<file path="config.mk">
export PLATFORM = sky130hd
export DESIGN_NAME = mbtrie_walk
export DESIGN_NICKNAME = d
export VERILOG_FILES = /design/src/rtl/mbtrie_pkg.sv /design/src/rtl/mbtrie_walk.sv
export SDC_FILE = /design/constraint.sdc
export NUM_CORES = 1
export LEC_CHECK = 0
export BUFFER_PORTS_ARGS = -buffer_cell sky130_fd_sc_hd__clkbuf_2
export CAP_MARGIN = 20
export CORE_MARGIN = 10
export CORE_UTILIZATION = 49
export DETAILED_ROUTE_END_ITERATION = 7
export PLACE_DENSITY_LB_ADDON = 0.1
export SLEW_MARGIN = 20
export SYNTH_ARGS = -nofsm -noshare
export SYNTH_HDL_FRONTEND = slang
export SYNTH_SLANG_ARGS = --single-unit
export TNS_END_PERCENT = 20
</file>
<file path="constraint.sdc">
create_clock -name clk -period 5.7 [get_ports clk]
set_input_delay 0.855 -clock clk [delete_from_list [all_inputs] [get_ports clk]]
set_output_delay 0.855 -clock clk [all_outputs]
set_load 0.005 [all_outputs]
</file>
<file path="src/rtl/mbtrie_pkg.sv">
// shared types and constants for the stride-2 multibit trie prefix lookup
// used by mbtrie_node_mem, mbtrie_walk and multibit_trie_prefix_lookup_top
package mbtrie_pkg;

    // node memory geometry
    localparam int NODES  = 4096;
    localparam int IDX_W  = $clog2(NODES);
    localparam int FREE_W = IDX_W + 1;

    // walk limits
    localparam int MAX_LEN    = 32;
    localparam int MAX_LEVELS = 16;
    localparam int LVL_W      = 5;
    localparam int LEN_W      = 6;
    localparam int PORT_W     = 7;

    // operation codes
    localparam logic MODE_INSERT = 1'b0;
    localparam logic MODE_LOOKUP = 1'b1;

    typedef logic [IDX_W-1:0]  idx_t;
    typedef logic [FREE_W-1:0] free_t;
    typedef logic [LVL_W-1:0]  lvl_t;

    // stored port: valid flag over the port number
    typedef struct packed {
        logic              valid;
        logic [PORT_W-1:0] num;
    } port_t;

    // one trie node: four child links and an optional port
    typedef struct packed {
        idx_t [3:0] link;
        port_t      port;
    } node_t;

    localparam int NODE_W = $bits(node_t);

    // node memory request from the walker
    typedef struct packed {
        logic  rd_en;
        idx_t  rd_addr;
        logic  wr_en;
        idx_t  wr_addr;
        node_t wr_data;
    } mem_req_t;

    typedef struct packed {
        logic              mode;
        logic [31:0]       address;
        logic [LEN_W-1:0]  prefix_len;
        logic [PORT_W-1:0] new_port;
    } in_item_t;

    typedef struct packed {
        logic [PORT_W-1:0] found_port;
        logic              hit;
        logic              pool_full;
    } out_item_t;

endpackage

</file>
<file path="src/rtl/mbtrie_walk.sv">
// trie walk sequencer for insert and lookup, one node read per level
// drives the node memory and the bump allocator; uses mbtrie_pkg
module mbtrie_walk
    import mbtrie_pkg::*;
(
    input  logic      clk,
    input  logic      rst_n,
    input  logic      in_valid,
    output logic      in_stall,
    input  in_item_t  in_item,
    output logic      res_valid,
    input  logic      res_ready,
    output out_item_t res,
    output mem_req_t  mem_req,
    input  node_t     rd_data
);

    typedef enum logic [3:0] {
        S_IDLE,
        S_READ,
        S_LCHK,
        S_ICHK,
        S_ISIB,
        S_ISRD,
        S_IWB,
        S_FCHK,
        S_DONE
    } state_t;

    state_t            state_reg, state_next;
    logic              mode_reg, mode_next;
    logic [31:0]       addr_reg, addr_next;
    lvl_t              levels_reg, levels_next;
    logic              odd_reg, odd_next;
    port_t             pv_reg, pv_next;
    lvl_t              lvl_reg, lvl_next;
    idx_t              cur_reg, cur_next;
    idx_t              nxt_reg, nxt_next;
    node_t             node_reg, node_next;
    logic              dirty_reg, dirty_next;
    logic              fail_reg, fail_next;
    free_t             free_reg, free_next;
    logic [PORT_W-1:0] best_reg, best_next;
    logic              found_reg, found_next;

    logic [1:0]        pair;
    logic [1:0]        sib;
    logic              last_lvl;
    logic              pool_empty;
    logic [LEN_W-1:0]  len_sat;
    logic [LEN_W-1:0]  len_inc;
    idx_t              lnk;

    assign pair       = addr_reg[31:30];
    assign sib        = pair ^ 2'b01;
    assign last_lvl   = (lvl_reg + lvl_t'(1)) == levels_reg;
    assign pool_empty = free_reg == free_t'(NODES);
    assign len_sat    = (in_item.prefix_len > LEN_W'(MAX_LEN)) ? LEN_W'(MAX_LEN)
                                                               : in_item.prefix_len;
    assign len_inc    = len_sat + LEN_W'(1);
    assign lnk        = rd_data.link[pair];

    assign in_stall  = state_reg != S_IDLE;
    assign res_valid = state_reg == S_DONE;

    // result fields by operation
    always_comb
    begin
        res = '0;
        if (mode_reg == MODE_LOOKUP)
        begin
            res.found_port = best_reg;
            res.hit        = found_reg;
        end
        else
        begin
            res.pool_full = fail_reg;
        end
    end

    // walk sequencing and memory requests
    always_comb
    begin
        state_next  = state_reg;
        mode_next   = mode_reg;
        addr_next   = addr_reg;
        levels_next = levels_reg;
        odd_next    = odd_reg;
        pv_next     = pv_reg;
        lvl_next    = lvl_reg;
        cur_next    = cur_reg;
        nxt_next    = nxt_reg;
        node_next   = node_reg;
        dirty_next  = dirty_reg;
        fail_next   = fail_reg;
        free_next   = free_reg;
        best_next   = best_reg;
        found_next  = found_reg;
        mem_req     = '0;

        case (state_reg)
            S_IDLE:
            begin
                if (in_valid)
                begin
                    mode_next   = in_item.mode;
                    addr_next   = in_item.address;
                    levels_next = lvl_t'(len_inc >> 1);
                    odd_next    = len_sat[0];
                    pv_next     = '{valid: 1'b1, num: in_item.new_port};
                    lvl_next    = '0;
                    cur_next    = '0;
                    dirty_next  = 1'b0;
                    fail_next   = 1'b0;
                    best_next   = '0;
                    found_next  = 1'b0;
                    state_next  = S_READ;
                end
            end

            // read the current node
            S_READ:
            begin
                mem_req.rd_en   = 1'b1;
                mem_req.rd_addr = cur_reg;
                if (mode_reg == MODE_LOOKUP)
                begin
                    state_next = S_LCHK;
                end
                else if (levels_reg == '0)
                begin
                    state_next = S_FCHK;
                end
                else
                begin
                    state_next = S_ICHK;
                end
            end

            // lookup: note the port, then follow the child or stop
            S_LCHK:
            begin
                if (rd_data.port.valid)
                begin
                    best_next  = rd_data.port.num;
                    found_next = 1'b1;
                end
                if (lvl_reg == lvl_t'(MAX_LEVELS) || lnk == '0)
                begin
                    state_next = S_DONE;
                end
                else
                begin
                    mem_req.rd_en   = 1'b1;
                    mem_req.rd_addr = lnk;
                    cur_next        = lnk;
                    addr_next       = addr_reg << 2;
                    lvl_next        = lvl_reg + lvl_t'(1);
                end
            end

            // insert: take or allocate the path child
            S_ICHK:
            begin
                node_next  = rd_data;
                dirty_next = 1'b0;
                if (lnk == '0)
                begin
                    if (pool_empty)
                    begin
                        fail_next  = 1'b1;
                        state_next = S_DONE;
                    end
                    else
                    begin
                        mem_req.wr_en        = 1'b1;
                        mem_req.wr_addr      = free_reg[IDX_W-1:0];
                        mem_req.wr_data      = '0;
                        node_next.link[pair] = free_reg[IDX_W-1:0];
                        nxt_next             = free_reg[IDX_W-1:0];
                        free_next            = free_reg + free_t'(1);
                        dirty_next           = 1'b1;
                        state_next           = (last_lvl && odd_reg) ? S_ISIB : S_IWB;
                    end
                end
                else
                begin
                    nxt_next   = lnk;
                    state_next = (last_lvl && odd_reg) ? S_ISIB : S_IWB;
                end
            end

            // odd length: sibling child gets the port when absent or empty
            S_ISIB:
            begin
                if (node_reg.link[sib] == '0)
                begin
                    if (pool_empty)
                    begin
                        fail_next = 1'b1;
                    end
                    else
                    begin
                        mem_req.wr_en           = 1'b1;
                        mem_req.wr_addr         = free_reg[IDX_W-1:0];
                        mem_req.wr_data         = '0;
                        mem_req.wr_data.port    = pv_reg;
                        node_next.link[sib]     = free_reg[IDX_W-1:0];
                        free_next               = free_reg + free_t'(1);
                        dirty_next              = 1'b1;
                    end
                    state_next = S_IWB;
                end
                else
                begin
                    mem_req.rd_en   = 1'b1;
                    mem_req.rd_addr = node_reg.link[sib];
                    state_next      = S_ISRD;
                end
            end

            // existing sibling: fill its port if empty
            S_ISRD:
            begin
                if (!rd_data.port.valid)
                begin
                    mem_req.wr_en        = 1'b1;
                    mem_req.wr_addr      = node_reg.link[sib];
                    mem_req.wr_data      = rd_data;
                    mem_req.wr_data.port = pv_reg;
                end
                state_next = S_IWB;
            end

            // write back the current node if changed, then descend unless the insert failed
            S_IWB:
            begin
                if (dirty_reg)
                begin
                    mem_req.wr_en   = 1'b1;
                    mem_req.wr_addr = cur_reg;
                    mem_req.wr_data = node_reg;
                end
                if (fail_reg)
                begin
                    state_next = S_DONE;
                end
                else
                begin
                    mem_req.rd_en   = 1'b1;
                    mem_req.rd_addr = nxt_reg;
                    cur_next        = nxt_reg;
                    addr_next       = addr_reg << 2;
                    lvl_next        = lvl_reg + lvl_t'(1);
                    state_next      = last_lvl ? S_FCHK : S_ICHK;
                end
            end

            // final node takes the port on even length or when empty
            S_FCHK:
            begin
                if (!odd_reg || !rd_data.port.valid)
                begin
                    mem_req.wr_en        = 1'b1;
                    mem_req.wr_addr      = cur_reg;
                    mem_req.wr_data      = rd_data;
                    mem_req.wr_data.port = pv_reg;
                end
                state_next = S_DONE;
            end

            // hand the result to the output register
            S_DONE:
            begin
                if (res_ready)
                begin
                    state_next = S_IDLE;
                end
            end

            default:
            begin
                state_next = S_IDLE;
            end
        endcase
    end

    // state and registered walk context
    always_ff @(posedge clk or negedge rst_n)
    begin
        if (!rst_n)
        begin
            state_reg  <= S_IDLE;
            free_reg   <= free_t'(1);
            mode_reg   <= MODE_INSERT;
            fail_reg   <= 1'b0;
            found_reg  <= 1'b0;
            best_reg   <= '0;
            dirty_reg  <= 1'b0;
        end
        else
        begin
            state_reg  <= state_next;
            free_reg   <= free_next;
            mode_reg   <= mode_next;
            fail_reg   <= fail_next;
            found_reg  <= found_next;
            best_reg   <= best_next;
            dirty_reg  <= dirty_next;
        end
    end

    // walk payload
    always_ff @(posedge clk)
    begin
        addr_reg   <= addr_next;
        levels_reg <= levels_next;
        odd_reg    <= odd_next;
        pv_reg     <= pv_next;
        lvl_reg    <= lvl_next;
        cur_reg    <= cur_next;
        nxt_reg    <= nxt_next;
        node_reg   <= node_next;
    end

endmodule
</file>
Word-level counts from Yosys, hierarchy flattened
Index checks and enable logic that the tools add are counted.
{ "op_classes": {"n_addsub": 3, "n_lt_le_gt_ge": 5, "n_eq_ne": 21, "n_mux": 75, "bitwise_logic": 1, "reduce_logical": 25} }
{ "ops": {"columns": ["cell", "count"], "rows": [
  ["$mux W69", 7],
  ["$pmux W69 S5", 1],
  ["$mux W48", 4],
  ["$mux W12", 9],
  ["$bwmux W48", 2],
  ["$mux W32", 3],
  ["$pmux W32 S3", 1],
  ["$pmux W48 S2", 1],
  ["$mux W13", 6],
  ["$pmux W13 S4", 1],
  ["$bmux W12 S2", 2],
  ["$demux W12 S2", 2],
  ["$pmux W12 S3", 1],
  ["$pmux W4 S9", 1],
  ["$pmux W13 S2", 1],
  ["$logic_not A12 Y1", 2],
  ["$mux W4", 6],
  ["$ne A2 B2 Y1 const B", 9],
  ["$eq A4 B3 Y1 const B", 4],
  ["$mux W5", 3],
  ["$pmux W5 S3", 1],
  ["$mux W7", 2],
  ["$pmux W7 S2", 1],
  ["$add A13 B1 Y13 const B", 1],
  ["31 further kinds", 59]
]} }
{ "word_totals": {"ff_bits": 158, "input_bits": 106, "out_inout_bits": 93, "wordCells": 150} }

Logic depth before layout (Yosys ltp)
{ "logic_depth": {"ltp_word": 9, "depth_mapped": 9, "mapped_depth_nobuf": 7} }

Worst setup path before layout
Ideal clock, no wire load.
{ "synth_path": {"path_kind": "input to register", "start": "input rd_data[27] in the netlist's numbering", "end": "register addr_reg[0] (enable)", "setup_ns": 0.539, "arrival_time_ns": 5.466, "required_ns": 5.161, "slack_ns": -0.305, "path_stages": 6, "path_buffers": 1, "cell_sequence": "mux4_2 > nor4_1 > and3_1 > buf_4 > nand2b_1 > a222oi_1"} }
{ "synth_between": {"elab_chain_cells": 6} }
{ "synth_rtl": {"columns": ["item", "line", "source"], "rows": [
  ["from (decl)", "mbtrie_walk.sv:15", "input node_t rd_data"],
  ["$bmux W12 S2", "mbtrie_walk.sv:61", "assign lnk = rd_data.link[pair];"],
  ["$mux W12 (not written as such)", "mbtrie_walk.sv:61", null],
  ["$logic_not A12 Y1", "mbtrie_walk.sv:148", "if (lvl_reg == lvl_t'(MAX_LEVELS) || lnk == '0)"],
  ["$logic_or A1 B1 Y1", "mbtrie_walk.sv:148", null],
  ["$ne A2 B2 Y1 (no source line)", null, null],
  ["$reduce_and A4 Y1 (no source line)", null, null],
  ["to (signal assigned)", "mbtrie_walk.sv:316", "addr_reg <= addr_next;"],
  ["to (decl)", "mbtrie_walk.sv:32", "logic [31:0] addr_reg, addr_next;"]
]} }
No other way between the ends. The select of a mux whose other input is x is not followed.
A chain may end at the register's enable or synchronous reset.

==> key figures <==
Run status
  – Run status: completed

Global route
  – Pin count of the biggest net entering global routing: 57
  – Total global routing track utilization: between 20% and 30%
  – GR Overflow Total: 0
  – Via count of the first global-routing pass: around 7100
  – First-pass GRT wire length: 42000 µm
  – Number of antenna violations at the first check in global routing: 0

Routing
  – 1st-pass router iterations: 5
  – Routed via count divided by cell count: ~6.5
  – Antenna Nets Post-Route: 0
  – Detailed-route wire length: between 20000 and 30000 µm
  – Vias post-DR: 6885
  – Drt wl/cell: 25.7 µm
  – Number of remaining DRC errors: 0
  – First-iteration detailed-routing DRC count: ~700

Power and ir drop
  – Internal: approximately 3200 µW
  – Part of the total power dissipated in combinational logic: a little over a third
  – Power density over the cells: 467 nW/µm²
  – Final Total Pwr: between 4000 and 5000 µW
  – Switching power total: between 1500 and 2000 µW
  – Relative contribution of the clock network to total power: 23.7%
  – Pleak: 0.00431 µW
  – Sequential share of power: 40.7%
  – VDD IR max: around 0.26 mV
  – Sw Share: a little over a third

Yosys
  – Number of warnings reported in the yosys synthesis log: 0
  – Register area share after synthesis: 53.4%
  – Post-synthesis cell area: about 8600 µm²
  – Post-synthesis instance total: 650
  – Count of flip-flops with a built-in enable after synthesis: between 100 and 150
  – Dominant synthesized flop cell: sky130_fd_sc_hd__edfxtp_1
  – Flip-flop and latch count after synthesis: around 160
  – Number of distinct library cell variants in the gate-level netlist after synthesis: 55
  – Mapped Nets: 761
  – Async set-or-reset flop fraction in the synthesized netlist: approximately 18%
  – Mean instance size in the synthesized netlist: about 13 µm²

Critical path
  – CP max FO: 23
  – CP Data Arrival Time: 3850 ps
  – Worst path slowest cell: sky130_fd_sc_hd__edfxtp_1
  – R2r worst-path depth: 6
  – Critical Path, Cell by Cell: mux4_2, nor4_1, nand4_2, buf_4, o21bai_2, a22o_1, clkbuf_2
  – Crit path buf inv count: 2
  – Kind of cell adding the most delay to the critical path: flip-flops
  – Largest stage delay on the critical path: approximately 1100 ps
  – Launching element type of the critical path: register
  – WP data required: between 4000 and 5000 ps
  – Internal reg-to-reg setup slack: 2080 ps
  – Total stage count of the critical path: 7
  – Kind of capture point of the worst setup path: output port
  – Setup Crit Path Kind: reg -> out

STA
  – RSZ-0062 raised after global routing: no
  – Transition time of the tightest slew-check pin: between 1000 and 1500 ps
  – Final hold violation count: 0
  – Final period util: ~83%
  – Max Fclk: between 200 and 250 MHz
  – Worst hold margin: around 470 ps
  – Max-Slew Margin vs Limit: between 20 and 30%
  – Final setup violation count: 0
  – Post-layout min period: around 4700 ps
  – Total count of max-transition violations in the final report: 0
  – Setup clock skew after layout: between 6 and 7 ps

Place
  – Routability congestion estimate: 0.877
  – Total half-perimeter wirelength after legalization and detailed placement: around 19000 µm
  – Port buffer count: between 150 and 200
  – Placed inst area: approximately 9800 µm²

Cells and area
  – Number of diodes: 0
  – Area added between synthesis and finish: 20.5%
  – Top library cells by usage in the layout, fill and taps aside: sky130_fd_sc_hd__clkbuf_2, sky130_fd_sc_hd__a22o_1, sky130_fd_sc_hd__edfxtp_1
  – Layout cells sized above 1: between 30% and 40%
  – Final design area excluding fillers: roughly 10000 µm²
  – Max FFs per register: 56
  – Final net count: 937
  – Most common cell after layout, fill and taps aside: sky130_fd_sc_hd__clkbuf_2

Clock tree
  – Resized cells post-CTS: 0
  – Clk Tree Root Cell: sky130_fd_sc_hd__clkbuf_16
  – Post-CTS clock slew at the launch and capture registers of the worst setup and hold paths: ~60 ps
  – Post-CTS Repair Setup Buffers: 0
  – Clock sink count: roughly 160
  – Number of buffers created by CTS: 17
  – Largest buffer count on any clock path: 2
  – Clock tree from TritonCTS: yes
  – CTS hold repair buffers: 0
  – CTS H-Tree Depth: 4
  – Clock insertion delay at the later pin of the skew report: about 420 ps

Floorplanning
  – Standard cell core area: ~17000 µm²
  – Height of the die: approximately 150 µm
  – Number of I/O pins: between 150 and 200
  – Row cnt: 48
  – Die Wd: about 150 µm
  – Floorplan die area: between 20000 and 25000 µm²
  – Initial Utilization: 49.9%

Worst hold path
  – Number of cells on the worst hold path: 1
  – Class of the tightest hold or removal check: reg -> reg

Run
  – Max-cap violations: 0
## cells in the mapped netlist, drive strengths merged (2+ instances only)
cell type | n | area share, %
a21o | 26 | 2.3
clkbuf | 47 | 2.0
a41o | 2 | 0.23
or4 | 2 | 0.17
o21ai | 4 | 0.23
mux4 | 24 | 6.3
nand4 | 7 | 0.58
nor4b | 3 | 0.30
nor2 | 23 | 1.0
nor2b | 7 | 0.51
or2 | 2 | 0.15
inv | 10 | 0.44
and2 | 11 | 0.80
buf | 15 | 1.3
dfrtp | 27 | 7.8
ha | 5 | 0.73
a31oi | 3 | 0.22
nand2b | 5 | 0.36
a21boi | 2 | 0.17
and3 | 9 | 0.65
nand2 | 12 | 0.52
a22o | 146 | 15
nand3 | 12 | 0.70
a221o | 12 | 1.4
xor2 | 18 | 1.8
xnor2 | 5 | 0.51
o31ai | 3 | 0.38
edfxtp | 130 | 45
mux2 | 31 | 4.0
a21oi | 14 | 1.2
o21bai | 3 | 0.30
nor3 | 10 | 0.71
nor4 | 8 | 0.58
a2111oi | 2 | 0.20
## worst register-to-register path: stages, from the launching register on
cell and delay, ps:
sky130_fd_sc_hd__edfxtp_1 1050, sky130_fd_sc_hd__mux4_2 530, sky130_fd_sc_hd__nor4_1 460, sky130_fd_sc_hd__and3_1 300, sky130_fd_sc_hd__buf_4 270, sky130_fd_sc_hd__a41o_1 640
sky130_fd_sc_hd__a22o_1 240
## power by group through the flow
stage	clock [µW]	combinational (µW)	sequential (µW)
global route	1210	1850	2020
detailed placement	0	1720	1990
finish	1150	1730	1970
floorplan	0	1190	1910
global placement	0	1690	1980
CTS	1160	1730	1970
## stage by stage
stage / setup TNS (ps) / util (%) / std cells / worst slack (ps)
finish: 0 / 60.1 / 1064 / 991
global route: 0 / 60.1 / 1064 / 852
CTS: 0 / 60.0 / 1064 / 1100
detailed placement: 0 / 56.6 / 1032 / 1580
global placement: 0 / 56.6 / 1032 / 1610
floorplan: -12020 / - / 650 / -245
## area by class of cell
cell class,count,area [µm²]
sequential,158,4610
fill,1427,6910
inverter,10,37.5
multi-input combinational,420,3720
timing repair buffer,219,1150
clock buffer,20,457
clock inverter,12,138
tap,225,282
## cells by family after synthesis
kind of cell               after synthesis  synth area share [%]
buffers and inverters                   72                  3.82
DFF                                    158                  53.4
AOI/OAI and AO/OA                      223                  22.1
and+or+nand+nor                        114                  7.33
xor gates and xnor gates                23                  2.34
muxes                                   55                  10.3
adders and majority gates                5                 0.725
## worst paths after layout
kind	start	endpoint
min in group asynchronous	rst_n	best_reg[5]
worst min register to register	free_reg[12]	free_reg[12]
worst max-delay path	addr_reg[31]	mem_req[2]
max in group asynchronous	rst_n	free_reg[10]
worst min-delay path	free_reg[12]	free_reg[12]
worst max register to register	addr_reg[31]	node_reg[39]
## metal layers
| layer | track usage (%) | up-vias | wire [µm] |
|---|---|---|---|
| li1 | - | 2996 | - |
| met1 | 28.1 | 3415 | 10800 |
| met2 | 37.3 | 428 | 13400 |
| met3 | 5.84 | 46 | 2420 |
| met4 | 7.72 | 0 | 631 |
| met5 | 0 | - | 0 |
No activity file was read; power rests on OpenSTA's default activity.
